==> config.mk <==
export PLATFORM = sky130hd
export DESIGN_NAME = binary_clock_led_controller
export DESIGN_NICKNAME = d
export VERILOG_FILES = /design/src/rtl/bclk_pkg.sv /design/src/rtl/binary_clock_led_controller.sv /design/src/rtl/bclk_phase_div.sv
export SDC_FILE = /design/constraint.sdc
export NUM_CORES = 1
export LEC_CHECK = 0
export ABC_AREA = 1
export BUFFER_PORTS_ARGS = -buffer_cell sky130_fd_sc_hd__buf_2
export CAP_MARGIN = 20
export CORE_UTILIZATION = 60
export CTS_BUF_LIST = sky130_fd_sc_hd__clkbuf_8
export CTS_CLUSTER_SIZE = 28
export DETAILED_ROUTE_END_ITERATION = 10
export PLACE_DENSITY_LB_ADDON = 0.12
export SETUP_SLACK_MARGIN = 0.15
export SLEW_MARGIN = 20
export SYNTH_ARGS = -nofsm -noshare
export SYNTH_HDL_FRONTEND = slang
export SYNTH_SLANG_ARGS = --single-unit
==> constraint.sdc <==
create_clock -name clk -period 3.55 [get_ports clk]
set_input_delay 0.1775 -clock clk [delete_from_list [all_inputs] [get_ports clk]]
set_output_delay 0.1775 -clock clk [all_outputs]
set_load 0.01 [all_outputs]
==> src/rtl/bclk_pkg.sv <==
package bclk_pkg;

  localparam int unsigned PERIOD_W   = 8;
  localparam int unsigned PHASE_W    = 8;
  localparam int unsigned SEC_W      = 6;
  localparam int unsigned MIN_W      = 6;
  localparam int unsigned HOUR_W     = 5;
  localparam int unsigned MODE_W     = 2;
  localparam int unsigned BRIGHT_W   = 2;
  localparam int unsigned PINS_W     = 3;

  localparam int unsigned DIV_STEPS  = PHASE_W;
  localparam int unsigned DIV_CNT_W  = $clog2(DIV_STEPS + 1);

  localparam logic [PERIOD_W-1:0] PERIOD_RESET = 8'd23;
  localparam logic [MIN_W-1:0]    MIN_RESET    = 6'd30;
  localparam logic [HOUR_W-1:0]   HOUR_RESET   = 5'd7;
  localparam logic [PINS_W-1:0]   PINS_RESET   = 3'b111;

  localparam logic [SEC_W-1:0]    SEC_LAST     = 6'd59;
  localparam logic [MIN_W-1:0]    MIN_LAST     = 6'd59;
  localparam logic [HOUR_W-1:0]   HOUR_LAST    = 5'd23;

  localparam logic [BRIGHT_W-1:0] BRIGHT_FULL  = 2'd3;

  localparam logic [MODE_W-1:0]   MODE_BRIGHT  = 2'd0;
  localparam logic [MODE_W-1:0]   MODE_HOUR    = 2'd1;
  localparam logic [MODE_W-1:0]   MODE_MINUTE  = 2'd2;

  localparam int unsigned PIN_DOWN = 0;
  localparam int unsigned PIN_UP   = 1;
  localparam int unsigned PIN_MODE = 2;

  typedef enum logic [1:0] {
    REQ_SECOND = 2'd0,
    REQ_FAST   = 2'd1,
    REQ_PINS   = 2'd2
  } req_kind_t;

  typedef struct packed {
    logic busy;
    logic done;
  } div_status_t;

endpackage

==> src/rtl/binary_clock_led_controller.sv <==
// Binary LED clock: each beat on the input carries a second tick, a fast PWM tick or a
// button pin change, and produces exactly one result beat with the LED patterns and the
// current time, mode and brightness. The result is registered and appears in the cycle
// after its input beat is taken. With the result side never stalling and no period write
// under way, one beat is accepted per clock cycle; the input is stalled while a result
// waits, and writing pwm_period stalls it while a restoring divider (one bit per cycle,
// eight steps) reduces the PWM phase modulo the new period.
module binary_clock_led_controller (
  input  logic                               clk,
  input  logic                               rst_n,
  input  logic                               cfg_we,
  input  logic [bclk_pkg::PERIOD_W-1:0]      cfg_wdata,
  input  logic                               in_valid,
  output logic                               in_stall,
  input  logic [1:0]                         in_req_type,
  input  logic [bclk_pkg::PINS_W-1:0]        in_pin_levels,
  output logic                               out_valid,
  input  logic                               out_stall,
  output logic [bclk_pkg::MIN_W-1:0]         out_minute_leds,
  output logic [bclk_pkg::HOUR_W-1:0]        out_hour_leds,
  output logic                               out_half_hz_out,
  output logic [bclk_pkg::HOUR_W-1:0]        out_cur_hour,
  output logic [bclk_pkg::MIN_W-1:0]         out_cur_minute,
  output logic [bclk_pkg::MODE_W-1:0]        out_adjust_mode_out,
  output logic [bclk_pkg::BRIGHT_W-1:0]      out_brightness_out
);

  logic [bclk_pkg::PERIOD_W-1:0] period_r;
  logic [bclk_pkg::PHASE_W-1:0]  phase_r, phase_nxt;
  logic [bclk_pkg::PHASE_W-1:0]  red_r, red_nxt;
  logic [bclk_pkg::SEC_W-1:0]    sec_r, sec_nxt;
  logic [bclk_pkg::MIN_W-1:0]    min_r, min_nxt;
  logic [bclk_pkg::HOUR_W-1:0]   hour_r, hour_nxt;
  logic [bclk_pkg::MODE_W-1:0]   mode_r, mode_nxt;
  logic [bclk_pkg::BRIGHT_W-1:0] bright_r, bright_nxt;
  logic [bclk_pkg::PINS_W-1:0]   pins_r, pins_nxt;
  logic                          press_r, press_nxt;
  logic [bclk_pkg::MIN_W-1:0]    mpat_r, mpat_nxt;
  logic [bclk_pkg::HOUR_W-1:0]   hpat_r, hpat_nxt;
  logic                          half_r, half_nxt;
  logic                          out_valid_r;

  logic [bclk_pkg::PERIOD_W:0]   period_full;
  logic [bclk_pkg::PHASE_W:0]    phase_inc;
  logic [bclk_pkg::PINS_W-1:0]   changed;
  logic [bclk_pkg::PHASE_W-1:0]  lit_phase;
  logic                          do_refresh;
  logic                          lit;
  logic [bclk_pkg::PHASE_W-1:0]  thresh;
  logic [bclk_pkg::HOUR_W-1:0]   hour_dn;
  logic [bclk_pkg::MIN_W-1:0]    min_dn;
  logic [bclk_pkg::BRIGHT_W-1:0] bright_dn;
  logic                          accept;

  bclk_pkg::div_status_t         div_status;
  logic [bclk_pkg::PHASE_W-1:0]  div_rem;
  logic [bclk_pkg::PHASE_W:0]    div_divisor;

  function automatic logic [bclk_pkg::MIN_W-1:0] reverse6(input logic [bclk_pkg::MIN_W-1:0] v);
    logic [bclk_pkg::MIN_W-1:0] r;
    for (int i = 0; i < bclk_pkg::MIN_W; i++) begin
      r[bclk_pkg::MIN_W-1-i] = v[i];
    end
    return r;
  endfunction

  assign div_divisor = {(cfg_wdata == '0), cfg_wdata};

  bclk_phase_div u_div (
    .clk       (clk),
    .rst_n     (rst_n),
    .start     (cfg_we),
    .dividend  (phase_r),
    .divisor   (div_divisor),
    .status    (div_status),
    .remainder (div_rem)
  );

  assign in_stall  = div_status.busy | div_status.done | (out_valid_r & out_stall);
  assign accept    = in_valid & ~in_stall;
  assign out_valid = out_valid_r;

  assign period_full = {(period_r == '0), period_r};
  assign phase_inc   = {1'b0, red_r} + 1'b1;
  assign changed     = in_pin_levels ^ pins_r;

  always_comb begin
    phase_nxt  = phase_r;
    red_nxt    = red_r;
    sec_nxt    = sec_r;
    min_nxt    = min_r;
    hour_nxt   = hour_r;
    mode_nxt   = mode_r;
    bright_nxt = bright_r;
    pins_nxt   = pins_r;
    press_nxt  = press_r;
    half_nxt   = half_r;
    do_refresh = 1'b0;
    lit_phase  = phase_r;
    hour_dn    = hour_r;
    min_dn     = min_r;
    bright_dn  = bright_r;
    unique case (bclk_pkg::req_kind_t'(in_req_type))
      bclk_pkg::REQ_SECOND: begin
        half_nxt   = ~half_r;
        do_refresh = 1'b1;
        if (sec_r == bclk_pkg::SEC_LAST) begin
          sec_nxt = '0;
          if (min_r == bclk_pkg::MIN_LAST) begin
            min_nxt  = '0;
            hour_nxt = (hour_r == bclk_pkg::HOUR_LAST) ? '0 : hour_r + 1'b1;
          end else begin
            min_nxt = min_r + 1'b1;
          end
        end else begin
          sec_nxt = sec_r + 1'b1;
        end
      end
      bclk_pkg::REQ_FAST: begin
        if (phase_inc == period_full) begin
          phase_nxt = '0;
        end else begin
          phase_nxt = phase_inc[bclk_pkg::PHASE_W-1:0];
        end
        red_nxt    = phase_nxt;
        lit_phase  = phase_nxt;
        do_refresh = 1'b1;
      end
      bclk_pkg::REQ_PINS: begin
        pins_nxt  = in_pin_levels;
        press_nxt = ~press_r;
        if (press_r) begin
          if (changed[bclk_pkg::PIN_DOWN]) begin
            if (mode_r == bclk_pkg::MODE_BRIGHT) begin
              bright_dn = bright_r - 1'b1;
            end else if (mode_r == bclk_pkg::MODE_HOUR) begin
              hour_dn = (hour_r == '0) ? bclk_pkg::HOUR_LAST : hour_r - 1'b1;
            end else if (mode_r == bclk_pkg::MODE_MINUTE) begin
              min_dn = (min_r == '0) ? bclk_pkg::MIN_LAST : min_r - 1'b1;
            end
          end
          bright_nxt = bright_dn;
          hour_nxt   = hour_dn;
          min_nxt    = min_dn;
          if (changed[bclk_pkg::PIN_UP]) begin
            if (mode_r == bclk_pkg::MODE_BRIGHT) begin
              bright_nxt = bright_dn + 1'b1;
            end else if (mode_r == bclk_pkg::MODE_HOUR) begin
              hour_nxt = (hour_dn == bclk_pkg::HOUR_LAST) ? '0 : hour_dn + 1'b1;
            end else if (mode_r == bclk_pkg::MODE_MINUTE) begin
              min_nxt = (min_dn == bclk_pkg::MIN_LAST) ? '0 : min_dn + 1'b1;
            end
          end
          if (changed[bclk_pkg::PIN_MODE]) begin
            mode_nxt = (mode_r == bclk_pkg::MODE_MINUTE) ? bclk_pkg::MODE_BRIGHT
                                                         : mode_r + 1'b1;
          end
        end
      end
      default: begin
      end
    endcase
  end

  assign thresh = {{(bclk_pkg::PHASE_W-bclk_pkg::BRIGHT_W){1'b0}}, bright_r} * 8'd5 - 8'd4;

  always_comb begin
    lit      = (bright_r != '0) && ((bright_r == bclk_pkg::BRIGHT_FULL) || (lit_phase < thresh));
    mpat_nxt = mpat_r;
    hpat_nxt = hpat_r;
    if (do_refresh) begin
      if (lit) begin
        mpat_nxt = reverse6(min_nxt);
        hpat_nxt = hour_nxt;
      end else begin
        if (mode_r != bclk_pkg::MODE_HOUR) begin
          mpat_nxt = '0;
        end
        if (mode_r != bclk_pkg::MODE_MINUTE) begin
          hpat_nxt = '0;
        end
      end
    end
  end

  always_ff @(posedge clk) begin
    if (!rst_n) begin
      period_r    <= bclk_pkg::PERIOD_RESET;
      phase_r     <= '0;
      red_r       <= '0;
      sec_r       <= '0;
      min_r       <= bclk_pkg::MIN_RESET;
      hour_r      <= bclk_pkg::HOUR_RESET;
      mode_r      <= bclk_pkg::MODE_BRIGHT;
      bright_r    <= '0;
      pins_r      <= bclk_pkg::PINS_RESET;
      press_r     <= 1'b0;
      mpat_r      <= '0;
      hpat_r      <= '0;
      half_r      <= 1'b0;
      out_valid_r <= 1'b0;
    end else begin
      if (cfg_we) begin
        period_r <= cfg_wdata;
      end
      if (div_status.done) begin
        red_r <= div_rem;
      end
      if (accept) begin
        phase_r  <= phase_nxt;
        red_r    <= red_nxt;
        sec_r    <= sec_nxt;
        min_r    <= min_nxt;
        hour_r   <= hour_nxt;
        mode_r   <= mode_nxt;
        bright_r <= bright_nxt;
        pins_r   <= pins_nxt;
        press_r  <= press_nxt;
        mpat_r   <= mpat_nxt;
        hpat_r   <= hpat_nxt;
        half_r   <= half_nxt;
      end
      if (accept) begin
        out_valid_r <= 1'b1;
      end else if (!out_stall) begin
        out_valid_r <= 1'b0;
      end
    end
  end

  always_ff @(posedge clk) begin
    if (accept) begin
      out_minute_leds     <= mpat_nxt;
      out_hour_leds       <= hpat_nxt;
      out_half_hz_out     <= half_nxt;
      out_cur_hour        <= hour_nxt;
      out_cur_minute      <= min_nxt;
      out_adjust_mode_out <= mode_nxt;
      out_brightness_out  <= bright_nxt;
    end
  end

  a_stall_while_reducing: assert property (@(posedge clk) disable iff (!rst_n)
    (div_status.busy || div_status.done) |-> in_stall)
    else $error("input taken while the phase is being reduced");

  a_time_in_range: assert property (@(posedge clk) disable iff (!rst_n)
    (hour_r <= bclk_pkg::HOUR_LAST) && (min_r <= bclk_pkg::MIN_LAST) &&
    (sec_r <= bclk_pkg::SEC_LAST))
    else $error("time of day out of range");

  a_phase_below_period: assert property (@(posedge clk) disable iff (!rst_n)
    (!div_status.busy && !div_status.done && !$past(cfg_we)) |->
    ({1'b0, red_r} < period_full))
    else $error("reduced PWM phase not below the period");

  a_accept_gives_result: assert property (@(posedge clk) disable iff (!rst_n)
    accept |=> out_valid_r)
    else $error("accepted beat produced no result");

  a_mode_valid: assert property (@(posedge clk) disable iff (!rst_n)
    mode_r <= bclk_pkg::MODE_MINUTE)
    else $error("adjust mode reached an unused value");

endmodule

==> src/rtl/bclk_phase_div.sv <==
module bclk_phase_div (
  input  logic                              clk,
  input  logic                              rst_n,
  input  logic                              start,
  input  logic [bclk_pkg::PHASE_W-1:0]      dividend,
  input  logic [bclk_pkg::PHASE_W:0]        divisor,
  output bclk_pkg::div_status_t             status,
  output logic [bclk_pkg::PHASE_W-1:0]      remainder
);

  logic [bclk_pkg::DIV_CNT_W-1:0] cnt_r, cnt_nxt;
  logic                           done_r, done_nxt;
  logic [bclk_pkg::PHASE_W-1:0]   rem_r, rem_nxt;
  logic [bclk_pkg::PHASE_W-1:0]   quo_r, quo_nxt;
  logic [bclk_pkg::PHASE_W:0]     div_r, div_nxt;
  logic [bclk_pkg::PHASE_W:0]     trial;
  logic [bclk_pkg::PHASE_W:0]     diff;

  assign trial = {rem_r, quo_r[bclk_pkg::PHASE_W-1]};
  assign diff  = trial - div_r;

  always_comb begin
    cnt_nxt  = cnt_r;
    done_nxt = 1'b0;
    rem_nxt  = rem_r;
    quo_nxt  = quo_r;
    div_nxt  = div_r;
    if (start) begin
      cnt_nxt = bclk_pkg::DIV_CNT_W'(bclk_pkg::DIV_STEPS);
      rem_nxt = '0;
      quo_nxt = dividend;
      div_nxt = divisor;
    end else if (cnt_r != '0) begin
      if (trial >= div_r) begin
        rem_nxt = diff[bclk_pkg::PHASE_W-1:0];
      end else begin
        rem_nxt = trial[bclk_pkg::PHASE_W-1:0];
      end
      quo_nxt = {quo_r[bclk_pkg::PHASE_W-2:0], 1'b0};
      cnt_nxt = cnt_r - 1'b1;
      if (cnt_r == bclk_pkg::DIV_CNT_W'(1)) begin
        done_nxt = 1'b1;
      end
    end
  end

  always_ff @(posedge clk) begin
    if (!rst_n) begin
      cnt_r  <= '0;
      done_r <= 1'b0;
    end else begin
      cnt_r  <= cnt_nxt;
      done_r <= done_nxt;
    end
    rem_r <= rem_nxt;
    quo_r <= quo_nxt;
    div_r <= div_nxt;
  end

  assign status.busy = (cnt_r != '0);
  assign status.done = done_r;
  assign remainder   = rem_r;

  a_done_after_busy: assert property (@(posedge clk) disable iff (!rst_n)
    done_r |-> $past(cnt_r) == bclk_pkg::DIV_CNT_W'(1))
    else $error("remainder ready without a finished reduction");

  a_rem_below_divisor: assert property (@(posedge clk) disable iff (!rst_n)
    done_r |-> ({1'b0, rem_r} < div_r))
    else $error("remainder not below divisor");

  a_busy_never_done: assert property (@(posedge clk) disable iff (!rst_n)
    !(status.busy && done_r && !$past(start)))
    else $error("reduction busy and done together");

endmodule

== After elaboration in Yosys (flattened, before gate mapping) ==
Index checks and enable logic that the tools add are counted.

* Memory bits (read-only): 0
* Memories: 0
* Word-level logic and storage cells: 153
* Register bits: 119
* Bits in latches: 0
* Memory bits (writable): 0

* $add $sub $neg: 14
* Shift operators: 0
* Bitwise gates (word level): 10
* Reductions and logical operators: 18
* Div/mod/pow operators: 0
* Equal/unequal tests: 16
* Muxes and demuxes: 65
* Multiply operators: 1
* $lt $le $gt $ge: 2

{| class="wikitable"
|+ Operators with widths
! operator !! count
|-
| two-way mux 6 bit || 19
|-
| two-way mux 5 bit || 17
|-
| two-way mux 8 bit || 8
|-
| two-way mux 2 bit || 12
|-
| adder 6 x 1 -> 6 bit, second input constant || 3
|-
| equality test 6 bit, second input constant || 3
|-
| logical NOT 8 bit || 2
|-
| case mux 6 bit (2 select lines) || 1
|-
| adder 5 x 1 -> 5 bit, second input constant || 2
|-
| equality test 5 bit, second input constant || 2
|-
| case mux 5 bit (2 select lines) || 1
|-
| adder 8 x 1 -> 9 bit, second input constant || 1
|-
| equality test 9 bit || 1
|-
| greater-or-equal comparator 9 bit || 1
|-
| less-than comparator 8 bit || 1
|-
| two-way mux 4 bit || 2
|-
| subtractor 8 bit || 1
|-
| equality test 2 bit, second input constant || 3
|-
| logical NOT 6 bit || 1
|-
| != test 2 x 1 -> 1 bit, second input constant || 3
|-
| AND reduction 2 bit || 3
|-
| nonzero test 2 bit || 3
|-
| subtractor 5 x 3 -> 6 bit, second input constant || 1
|-
| subtractor 6 x 1 -> 6 bit, second input constant || 1
|-
| 20 further kinds || 34
|}

== Logic depth before layout (Yosys ltp) ==
Gate-level depths: netlist of the first run.

* Depth in word-level cells: 18
* Gate-level depth with buffers: 29

== Cells and area by module ==
From an unflattened synthesis of the first run, not the netlist that was laid out.

* Cells, all modules: 1035
* Area, all modules: 7433.4 um^2

{| class="wikitable"
|+ Modules (own cells, without submodules)
! module !! area each (um^2) !! cells each !! seq. area each (um^2) !! times used
|-
| binary_clock_led_controller || 5641.7 || 816 || 2052.0 || 1
|-
| bclk_phase_div || 1791.7 || 219 || 770.7 || 1
|}

== Worst setup path after synthesis of the first run ==
No wires, ideal clock.

* Path type: flip-flop to flip-flop
* From: register red_r[0] (netlist name)
* To: register out_minute_leds[5] (netlist name), data pin
* Setup time: 0.254 ns
* Setup slack: 0.574 ns
* Stages on the path, launching flop included: 25
* Arrival time: 2.723 ns
* Required time: 3.296 ns
* Period minus slack after synthesis: 2.976 ns
* Cells stage by stage: dfxtp_1 -> ha_1 -> nand3_2 -> clkinv_2 -> nand2_1 -> nand3_1 -> nand2_1 -> clkinv_1 -> nand2_1 -> nor2_2 -> nand3_2 -> inv_1 -> nor2_1 -> inv_1 -> o21ai_0 -> ha_1 -> a21oi_1 -> nor2_1 -> a211oi_1 -> nand2_1 -> nand2_2 -> buf_6 -> nand3_1 -> nand3_2 -> nand2_1

* Cells in the longest elaborated chain, start to end: 9

{| class="wikitable"
|+ Ends and longest elaborated chain
! element !! RTL line !! source
|-
| from (decl) || binary_clock_led_controller.sv:30 || <nowiki>logic [bclk_pkg::PHASE_W-1:0] red_r, red_nxt;</nowiki>
|-
| from (signal assigned) || binary_clock_led_controller.sv:207 || <nowiki>red_r <= div_rem;</nowiki>
|-
| from (signal assigned) || binary_clock_led_controller.sv:211 || <nowiki>red_r <= red_nxt;</nowiki>
|-
| adder 8 x 1 -> 9 bit * || binary_clock_led_controller.sv:84 || <nowiki>assign phase_inc = {1'b0, red_r} + 1'b1;</nowiki>
|-
| equality test 9 bit || binary_clock_led_controller.sv:120 || <nowiki>if (phase_inc == period_full) begin</nowiki>
|-
| two-way mux 8 bit * || binary_clock_led_controller.sv:120 ||
|-
| two-way mux 8 bit * || n/a ||
|-
| via lit_phase, one bit || binary_clock_led_controller.sv:46 || <nowiki>logic [bclk_pkg::PHASE_W-1:0] lit_phase;</nowiki>
|-
| less-than comparator 8 bit * || binary_clock_led_controller.sv:168 || <nowiki>lit = (bright_r != '0) && ((bright_r == bclk_pkg::BRIGHT_FULL) || (lit_phase < thresh));</nowiki>
|-
| logical OR 1 bit * || binary_clock_led_controller.sv:168 ||
|-
| logical AND 1 bit * || binary_clock_led_controller.sv:168 ||
|-
| two-way mux 6 bit * || binary_clock_led_controller.sv:172 || <nowiki>if (lit) begin</nowiki>
|-
| two-way mux 6 bit * || binary_clock_led_controller.sv:171 || <nowiki>if (do_refresh) begin</nowiki>
|-
| via mpat_nxt, one bit || binary_clock_led_controller.sv:38 || <nowiki>logic [bclk_pkg::MIN_W-1:0] mpat_r, mpat_nxt;</nowiki>
|-
| to (signal assigned) || binary_clock_led_controller.sv:233 || <nowiki>out_minute_leds <= mpat_nxt;</nowiki>
|-
| to (decl) || binary_clock_led_controller.sv:19 || <nowiki>output logic [bclk_pkg::MIN_W-1:0] out_minute_leds,</nowiki>
|}

Mark *: on every way through the listed nets, which the timed path passes. The rest lies on a longest branch.
A chain may end at the register's enable or synchronous reset.

== Worst setup path after layout of the first run ==
* From: register red_r[1] (netlist name)
* To: register out_minute_leds[4] (netlist name), data pin

Same word-level chain as after synthesis.

==> results of run 1 <==
==> worst max-delay path, stage by stage, from the launching register on <==
cell,delay (ps)
dfxtp_2,350
ha_2,340
inv_1,80
nand2_1,60
nand2_1,40
nor2_1,80
nand3_1,70
nor2_1,80
nand2_1,60
nor2_2,80
nand3_2,100
clkinv_4,160
nor2_4,50
inv_1,70
o21ai_1,60
ha_1,300
a21oi_1,130
nor2_1,70
a211oi_2,160
nand2_1,120
nand2_4,140
buf_6,130
nand3_1,70
nand3_2,120
nand2_1,80
==> power breakdown <==
group | internal, mW | switching [mW] | total, mW
Sequential | 1.61 | 0.133 | 1.74
Combinational | 0.432 | 0.784 | 1.22
Clock | 0.706 | 0.554 | 1.26
Total | 2.75 | 1.47 | 4.22
==> how the worst max path moves through the flow <==
stage	start	endpoint	slack (ps)	cells after the start
floorplan	red_r[0]$_SDFFE_PN0P_	out_minute_leds[5]$_DFFE_PP_	570	24
global placement	red_r[1]$_SDFFE_PN0P_	hpat_r[1]$_SDFFE_PN0P_	200	27
detailed placement	red_r[1]$_SDFFE_PN0P_	hpat_r[1]$_SDFFE_PN0P_	130	26
CTS	red_r[1]$_SDFFE_PN0P_	out_minute_leds[4]$_DFFE_PP_	180	21
global route	red_r[1]$_SDFFE_PN0P_	out_hour_leds[3]$_DFFE_PP_	80	24
finish	red_r[1]$_SDFFE_PN0P_	out_minute_leds[4]$_DFFE_PP_	280	24
==> metal layers <==
layer	vias up	part of all wire, %	track usage (%)
met1	3110	48	43.1
met5	-	0	0
met2	241	44	42.2
met3	22	6.8	6.48
li1	3471	-	-
met4	0	1.1	10.2
==> logic make-up (layout without fill, tap and decap cells) <==
kind of cell	after synthesis	count (layout)	synth area share [%]
compound gates	206	206	15.5
xor+xnor	13	13	1.53
fa+ha+maj	31	31	5.31
buf+inv	184	257	10.5
flops	119	119	37.9
mux	1	1	0.134
simple gates	458	458	29.0
==> what timing repair did <==
action                     CTS  global route
pin swaps                    0            12
setup endpoints to repair   22            22
hold endpoints to repair    14             0
buffers inserted             0             3
hold buffers                12             0
gates resized for setup      2            38
==> layout make-up <==
cell class,instances,area (µm²)
sequential,119,2830
clock buffer,22,303
clock inverter,10,100
fill,1005,3620
multi-input combinational,709,3940
timing repair buffer,74,490
tap,168,210
inverter,151,573
==> registers in the layout, summed over array words and instances (netlist names), 2 cells and up <==
name	flops
mpat_r	6
bright_r	2
pins_r	3
phase_r	8
out_brightness_out	2
u_div.div_r	9
u_div.cnt_r	4
hour_r	5
min_r	6
period_r	8
out_cur_hour	5
out_minute_leds	6
out_hour_leds	5
sec_r	6
hpat_r	5
out_cur_minute	6
u_div.quo_r	8
mode_r	2
red_r	8
u_div.remainder	8
out_adjust_mode_out	2
==> cell usage in the layout, fill, tap and decap left out, types with 10 or more instances in the layout <==
cell type / netlist / layout
nand3_1: 55 / 54
inv_2: 15 / 17
nor3_1: 16 / 16
inv_1: 133 / 132
nand4_1: 10 / 10
buf_2: 4 / 46
o21ai_1: 14 / 19
dlygate4sd3_1: 1 / 12
nand2_1: 223 / 218
o21ai_0: 77 / 71
buf_4: 1 / 13
nand3_2: 27 / 27
clkbuf_8: 5 / 22
edfxtp_1: 44 / 44
a21oi_1: 71 / 70
nor2_1: 81 / 75
nand2_2: 16 / 19
dfxtp_1: 75 / 72
ha_1: 30 / 29
==> metrics by stage <==
| stage | hold WS, ps | setup slack, ps | total power [mW] | instances |
|---|---|---|---|---|
| 5_1_grt | 178 | 78.4 | 4.47 | 1253 |
| 2_1_floorplan | 276 | 574 | 2.64 | 1012 |
| 6_report | 169 | 283 | 4.22 | 1253 |
| 3_3_place_gp | 386 | 201 | 2.90 | 1206 |
| 3_5_place_dp | 388 | 129 | 2.92 | 1206 |
| 4_1_cts | 150 | 183 | 4.20 | 1250 |
==> impl_results.md, run 1 <==
* Status: completed
* CP Class: flip-flop to flip-flop
* Pins Over Slew Limit at 0
* Hold Crit Class: input port to flip-flop
* Critical Path End Type: flip-flop
* Die outline height at 113 µm
* Worst EP required at 3750 ps
* Syn_area_per_cell at 7.36 µm²
* Detail Route Antenna Nets at 0
* Number of CTS-inserted buffers at 17
* Clk root buf: clkbuf_8
* CTS tree: done
* DR pass1 iterations at 5
* Synth top area cells: dfxtp_1 (20%), edfxtp_1 (18%), nand2_1 (11%), inv_1 (6.7%), o21ai_0 (5.2%)
* Design area at 8440 µm²
* IO Port Bufs at 46
* CP arrival at 3470 ps
* Worst hold path startpoint: rst_n
* Min-Delay Path Depth at 3
* DP Wirelength at 12.8 mm
* Pwr dens at 500 nW/µm²
* Reg clk slew, reported paths at 70 ps
* Initial drt markers at 541
* Post-synth EDFFs at 44
* Synth Instances at 1012
* Reg2reg path depth at 24
* Number of global-route vias before repair at 5998
* H-tree depth at 4
* P&R area growth vs syn at 13.3%
* Core ar. at 12100 µm²
* First-pass GRT wire length at 29.3 mm
* Leak at 3.87 nW
* Die Width at 113 µm
* Reg-to-Reg End: out_minute_leds[4]$_DFFE_PP_
* Row count at 40
* Vias per std cell at 5.46
* Hold Path End: pins_r[1]$_SDFFE_PN1P_
* Final hold vios at 0
* GP Congestion at 0.937
* Synth top area share at 20.2%
* Setup_tns at 0 ps
* Tot GR Track Use at 29.3%
* I/O pins at 47
* Clk Latency, worst-skew pair at 460 ps
* WL per Instance at 14.5 µm
* Setup-failing EPs final at 0
* Max-cap viol count at 0
* Synth Register Bits at 119
* Netlist cell types at 56
* Max Fanout on Critical Path at 8
* Worst-Margin Slew at 657 ps
* Worst reg2reg setup slack at 280 ps
* Starting Density at 61.7%
* Mapped cell area at 7440 µm²
* Total Wirelength at 18.2 mm
* Fmax at 0.306 GHz
* Clk sinks at 119
* R2r startpoint: red_r[1]$_SDFFE_PN0P_
* Cell Area, Placed at 7780 µm²
* Die Area at 12900 µm²
* Ant diodes at 0
* DR vias at 6844
* Largest net degree at the start of global routing at 29
* Relative slew margins at 56.1%
* Yosys Warn Count at 0
* Gr ovfl total at 0
* Util after Layout at 70.0%
* Worst Setup Start Kind: flip-flop
* Syn Nets at 1061
* Initial antenna violation count at 0
* Yosys top cell by area: dfxtp_1
* Top cells by count, synth: nand2_1 (223), inv_1 (133), nor2_1 (81)
* Register area share after synthesis at 37.9%
* Drt drc at 0
* Part of the cycle the worst path needs at 92.0%
* Max Buffers Root-to-Sink at 2
* Share of layout cells above drive strength 1 at 18.3%
* Max Clock Skew at 14.9 ps
* Most used DFF post-synth: dfxtp_1
* Tmin final at 3270 ps
* Maximum VDD drop at 0.349 mV
* Post-synth ARST share at 0%
* RSZ-0062 raised after global routing: true
* Most frequent cell after synthesis: nand2_1
* Final net count at 1121
Note: power is estimated with default switching activity, not from simulation.
==> run 2, diff against run 1 <==
- CTS_BUF_LIST: sky130_fd_sc_hd__clkbuf_8 -> sky130_fd_sc_hd__clkbuf_4 sky130_fd_sc_hd__clkbuf_8
==> impl_results.md, run 2 (synthesized netlist as in run 1, its figures left out) <==
* Max reg flops at 9
* Gr ovfl total at 0
* Most numerous cell on the critical path: nand2_1
* DR pass1 iterations at 5
* Final net count at 1121
* Max-cap viol count at 0
* Pins Over Slew Limit at 0
* Max Clock Skew at 15.2 ps
* Leak at 3.87 nW
* Design area at 8450 µm²
* Die Area at 12900 µm²
* Worst path bufs/invs at 4
* Critical Path End Type: flip-flop
* Final hold vios at 0
* Worst EP required at 3750 ps
* Worst reg2reg setup slack at 290 ps
* CP cell instances: ha_2 -> inv_1 -> nand2_1 -> nand2_1 -> nor2_1 -> nand3_1 -> nor2_1 -> nand2_1 -> nor2_2 -> nand3_2 -> clkinv_4 -> nor2_4 -> inv_1 -> o21ai_1 -> ha_1 -> a21oi_1 -> nor2_1 -> a211oi_2 -> nand2_1 -> nand2_4 -> buf_6 -> nand3_1 -> nand3_2 -> nand2_1
* Critical Path End: out_minute_leds[4]$_DFFE_PP_
* Maximum VDD drop at 0.352 mV
* Clk root buf: clkbuf_8
* Setup-failing EPs final at 0
* Setup_tns at 0 ps
* Sequential Power Share at 41.1%
* P&R area growth vs syn at 13.4%
* DP Wirelength at 12.8 mm
* Ant diodes at 0
* First-pass GRT wire length at 29.5 mm
* Core ar. at 12100 µm²
* WL per Instance at 14.6 µm
* Vias per std cell at 5.49
* Initial drt markers at 647
* Reg clk slew, reported paths at 70 ps
* Initial antenna violation count at 0
* I/O pins at 47
* Drt drc at 0
* IO Port Bufs at 46
* Critical path's top delay family: simple AND/OR/NAND/NOR gates
* Max Fanout on Critical Path at 8
* Starting Density at 61.7%
* Pwr dens at 502 nW/µm²
* Number of CTS-inserted buffers at 17
* Pint at 2.77 mW
* Commonest cells after routing, fill and taps aside: nand2_1 (218), inv_1 (130), nor2_1 (75), dfxtp_1 (72), o21ai_0 (71)
* Slowest stage delay, CP at 350 ps
* Status: completed
* GP Congestion at 0.937
* Slowest-stage cell, CP: dfxtp_2
* Total Wirelength at 18.3 mm
* Switching fraction of total power at 34.8%
* DR vias at 6880
* Largest net degree at the start of global routing at 29
* Worst hold path startpoint: rst_n
* H-tree depth at 4
* Clk sinks at 119
* Reg-to-Reg End: out_minute_leds[4]$_DFFE_PP_
* CP arrival at 3460 ps
* CP Class: flip-flop to flip-flop
* Reg2reg path depth at 24
* CTS tree: done
* Tmin final at 3260 ps
* Worst-Margin Slew at 681 ps
* Hold Crit Class: input port to flip-flop
* Top reg by flops: u_div.div_r
* Switching Power at 1.48 mW
* Clk Latency, worst-skew pair at 460 ps
* Fmax at 0.307 GHz
* Detail Route Antenna Nets at 0
* Max Buffers Root-to-Sink at 2
* Commonest non-fill, non-tap cell in the layout: nand2_1
* RSZ-0062 raised after global routing: true
* Relative slew margins at 54.6%
* Share of layout cells above drive strength 1 at 18.5%
* Tot GR Track Use at 29.4%
* Number of global-route vias before repair at 6016
* Critical path depth in cells at 24
* Row count at 40
* Cell Area, Placed at 7780 µm²
* Worst Setup Start Kind: flip-flop
* Die Width at 113 µm
* R2r startpoint: red_r[1]$_SDFFE_PN0P_
* Gate power share at 28.7%
* Part of the cycle the worst path needs at 91.9%
* Clock power frac at 30.2%
* Die outline height at 113 µm
* Critical path launch point: red_r[1]$_SDFFE_PN0P_
-- run 2: changes by cell type in the layout (fill, tap and decap cells not counted), sizes merged --
cell	previous run	this run
clkbuf	22	24
inv	150	148
-- run 2: cell type report --
class	instances	area [µm²]
multi-input combinational	709	3940
fill	1004	3620
sequential	119	2830
inverter	151	573
timing repair buffer	74	490
clock buffer	24	318
tap	168	210
clock inverter	8	92.6
-- run 2: repair_timing --
| item | in CTS | in global routing |
|---|---|---|
| endpoints found under the hold margin | 14 | 0 |
| endpoints found under the setup margin | 22 | 22 |
| gates resized for setup | 2 | 38 |
| setup buffers | 0 | 3 |
| pin swaps | 0 | 12 |
| hold buffers | 12 | 0 |
-- run 2: worst min path at each step --
stage                                    end  slack (ps)  depth (start not counted)
global placement    u_div.div_r[5]$_DFFE_PP_         390                          1
finish                pins_r[1]$_SDFFE_PN1P_         170                          3
CTS                   pins_r[1]$_SDFFE_PN1P_         150                          3
floorplan           u_div.div_r[0]$_DFFE_PP_         280                          0
global route          pins_r[1]$_SDFFE_PN1P_         180                          3
detailed placement  u_div.div_r[6]$_DFFE_PP_         390                          1
-- run 2: power groups by stage --
stage | Sequential (mW) | Clock, mW | Combinational [mW]
floorplan | 1.75 | 0 | 0.895
detailed placement | 1.77 | 0 | 1.16
finish | 1.74 | 1.28 | 1.22
global route | 1.76 | 1.36 | 1.37
global placement | 1.76 | 0 | 1.14
CTS | 1.74 | 1.30 | 1.18
-- run 2: tightest hold or removal path, stage by stage --
cell and delay, ps:
buf_2 90, buf_4 210, nand3_1 100
-- run 2: per-stage QoR --
stage | instances | power, mW | hold slack, ps | utilization, % | worst slack, ps
after floorplan | 1012 | 2.64 | 276 | - | 574
after global placement | 1206 | 2.90 | 386 | 64.5 | 201
after detailed placement | 1206 | 2.92 | 388 | 64.5 | 129
after CTS | 1250 | 4.22 | 150 | 68.9 | 183
after global routing | 1253 | 4.49 | 178 | 70.0 | 80.1
final | 1253 | 4.24 | 173 | 70.0 | 288
-- run 2: layer usage --
metal	track usage (%)	wire, µm
met5	0	0
met4	10.2	253
met3	6.48	1200
met2	42.7	8050
met1	43.2	8790
==> run 3, diff against run 2 <==
- CORE_UTILIZATION: 60 -> 49
- clock period: 3.55 -> 2.6 ns (I/O delays scaled with it)
==> impl_results.md, run 3 (synthesized netlist as in run 1, its figures left out) <==
* Die Width at 125 µm
* R2r startpoint: red_r[4]$_SDFFE_PN0P_
* Clk sinks at 119
* Ant diodes at 0
* Vias per std cell at 5.41
* Worst Setup Start Kind: flip-flop
* Number of global-route vias before repair at 6829
* Worst EP required at 2980 ps
* Cell Area, Placed at 8560 µm²
* Tmin final at 3270 ps
* Max reg flops at 9
* Core ar. at 14700 µm²
* Max Buffers Root-to-Sink at 2
* Status: finished with violations
* RSZ-0062 raised after global routing: true
* Drt drc at 2
* Critical path launch point: red_r[4]$_SDFFE_PN0P_
* DR pass1 iterations at 9
* Finished Layout Cells at 1426
* Starting Density at 50.6%
* CTS tree: done
* Max-cap viol count at 0
* Maximum VDD drop at 0.525 mV
* # fillers at 1138
* Setup-failing EPs final at 25
* Worst hold path startpoint: rst_n
* Die Area at 15700 µm²
* Part of the cycle the worst path needs at 126%
* Failing checks: design-rule violations, negative setup slack
* Cell total after placement at 1318
* Number of CTS-inserted buffers at 17
* Worst-Margin Slew at 542 ps
* Max Fanout on Critical Path at 8
* Commonest non-fill, non-tap cell in the layout: nand2_1
* Gr ovfl total at 0
* Die outline height at 125 µm
* Row count at 44
* Reg clk slew, reported paths at 70 ps
* Initial antenna violation count at 0
* Final hold vios at 0
* Detail Route Antenna Nets at 0
* First-pass GRT wire length at 34.4 mm
* Largest net degree at the start of global routing at 36
* Final net count at 1278
* CP arrival at 3660 ps
* Top reg by flops: u_div.div_r
* Total Wirelength at 22.5 mm
* Initial drt markers at 737
* WL per Instance at 15.8 µm
* DR vias at 7716
* Leak at 4.76 nW
* Critical Path End Type: flip-flop
* Setup slack after layout at -674 ps
* IO Port Bufs at 46
* WHS at 156 ps
* Commonest cells after routing, fill and taps aside: nand2_1 (197), buf_4 (147), inv_1 (115), nor2_1 (71), o21ai_0 (67)
* Max Clock Skew at 12.3 ps
* Relative slew margins at 63.7%
* Hold Crit Class: input port to flip-flop
* I/O pins at 47
* Setup_tns at -14210 ps
* Share of layout cells above drive strength 1 at 37.3%
* Design area at 10400 µm²
* P&R area growth vs syn at 39.1%
* Pwr dens at 642 nW/µm²
* DP Wirelength at 14.4 mm
* Clk Latency, worst-skew pair at 460 ps
* Pins Over Slew Limit at 0
* CP Class: flip-flop to flip-flop
* Tot GR Track Use at 27.8%
* H-tree depth at 4
* Clk root buf: clkbuf_8
* Fmax at 0.305 GHz
* GP Congestion at 0.951
[run 3: changes by cell type in the layout (fill, tap and decap cells not counted), sizes merged]
cell	before	now
buf	62	218
bufinv	2	3
clkinvlp	1	0
nand2	239	240
[run 3: worst max-delay path, cell delays in order (launching register included)]
cell and delay (ps):
dfxtp_1 400, nand2_2 100, inv_2 100, buf_4 110
nand2_1 70, nand2_1 110, nand2_1 70, nand2_1 80
nor2_2 50, nand3_2 110, clkinv_4 150, nor2_4 190
inv_2 70, buf_4 130, buf_4 130, buf_4 130
buf_4 120, buf_4 120, buf_4 120, buf_4 130
buf_4 120, buf_4 120, buf_4 120, buf_4 130
buf_4 120, a21oi_1 100
[run 3: layout make-up]
type / count / area (µm²) / share of cell area [%]
sequential: 119 / 2850 / 27.5
tap: 184 / 230 / 2.22
clock inverter: 8 / 123 / 1.18
clock buffer: 24 / 305 / 2.95
multi-input combinational: 710 / 4500 / 43.4
inverter: 151 / 589 / 5.69
timing repair buffer: 230 / 1760 / 17.0
[run 3: repair_timing]
item	in CTS	in global routing
setup endpoints to repair	33	56
cloned	1	0
buffers inserted	43	20
pin swaps	21	52
hold buffers	12	0
endpoints found under the hold margin	18	0
resized for setup	38	164
[run 3: per-stage QoR]
stage          setup WS, ps  total power, mW  utilization, %
2_1_floorplan          -215             3.62               -
3_3_place_gp           -496             4.25            58.2
3_5_place_dp           -519             4.27            58.2
4_1_cts                -433             6.29            65.3
5_1_grt                -784             7.01            70.4
6_report               -674             6.65            70.4
[run 3: worst paths after layout]
path,to,slack (ps),cells past startpoint
hold / removal,pins_r[2]$_SDFFE_PN1P_,160,3
setup / recovery,phase_r[5]$_SDFFE_PN0P_,-670,25
hold reg to reg,half_r$_SDFFE_PN0P_,480,2
setup reg to reg,phase_r[5]$_SDFFE_PN0P_,-670,25
[run 3: routing by layer]
layer	vias to the layer above	global-route usage, %	part of all wire (%)
met1	3550	40.2	46
met3	55	6.50	8.1
met5	-	0	0
met4	0	6.81	1.9
li1	3784	-	-
met2	327	41.7	44
[run 3: where the power goes]
group | switching, mW | internal, mW | total [mW]
sequential | 0.161 | 2.20 | 2.36
clock | 0.774 | 1.07 | 1.84
combinational | 1.41 | 1.04 | 2.45
total | 2.34 | 4.30 | 6.65
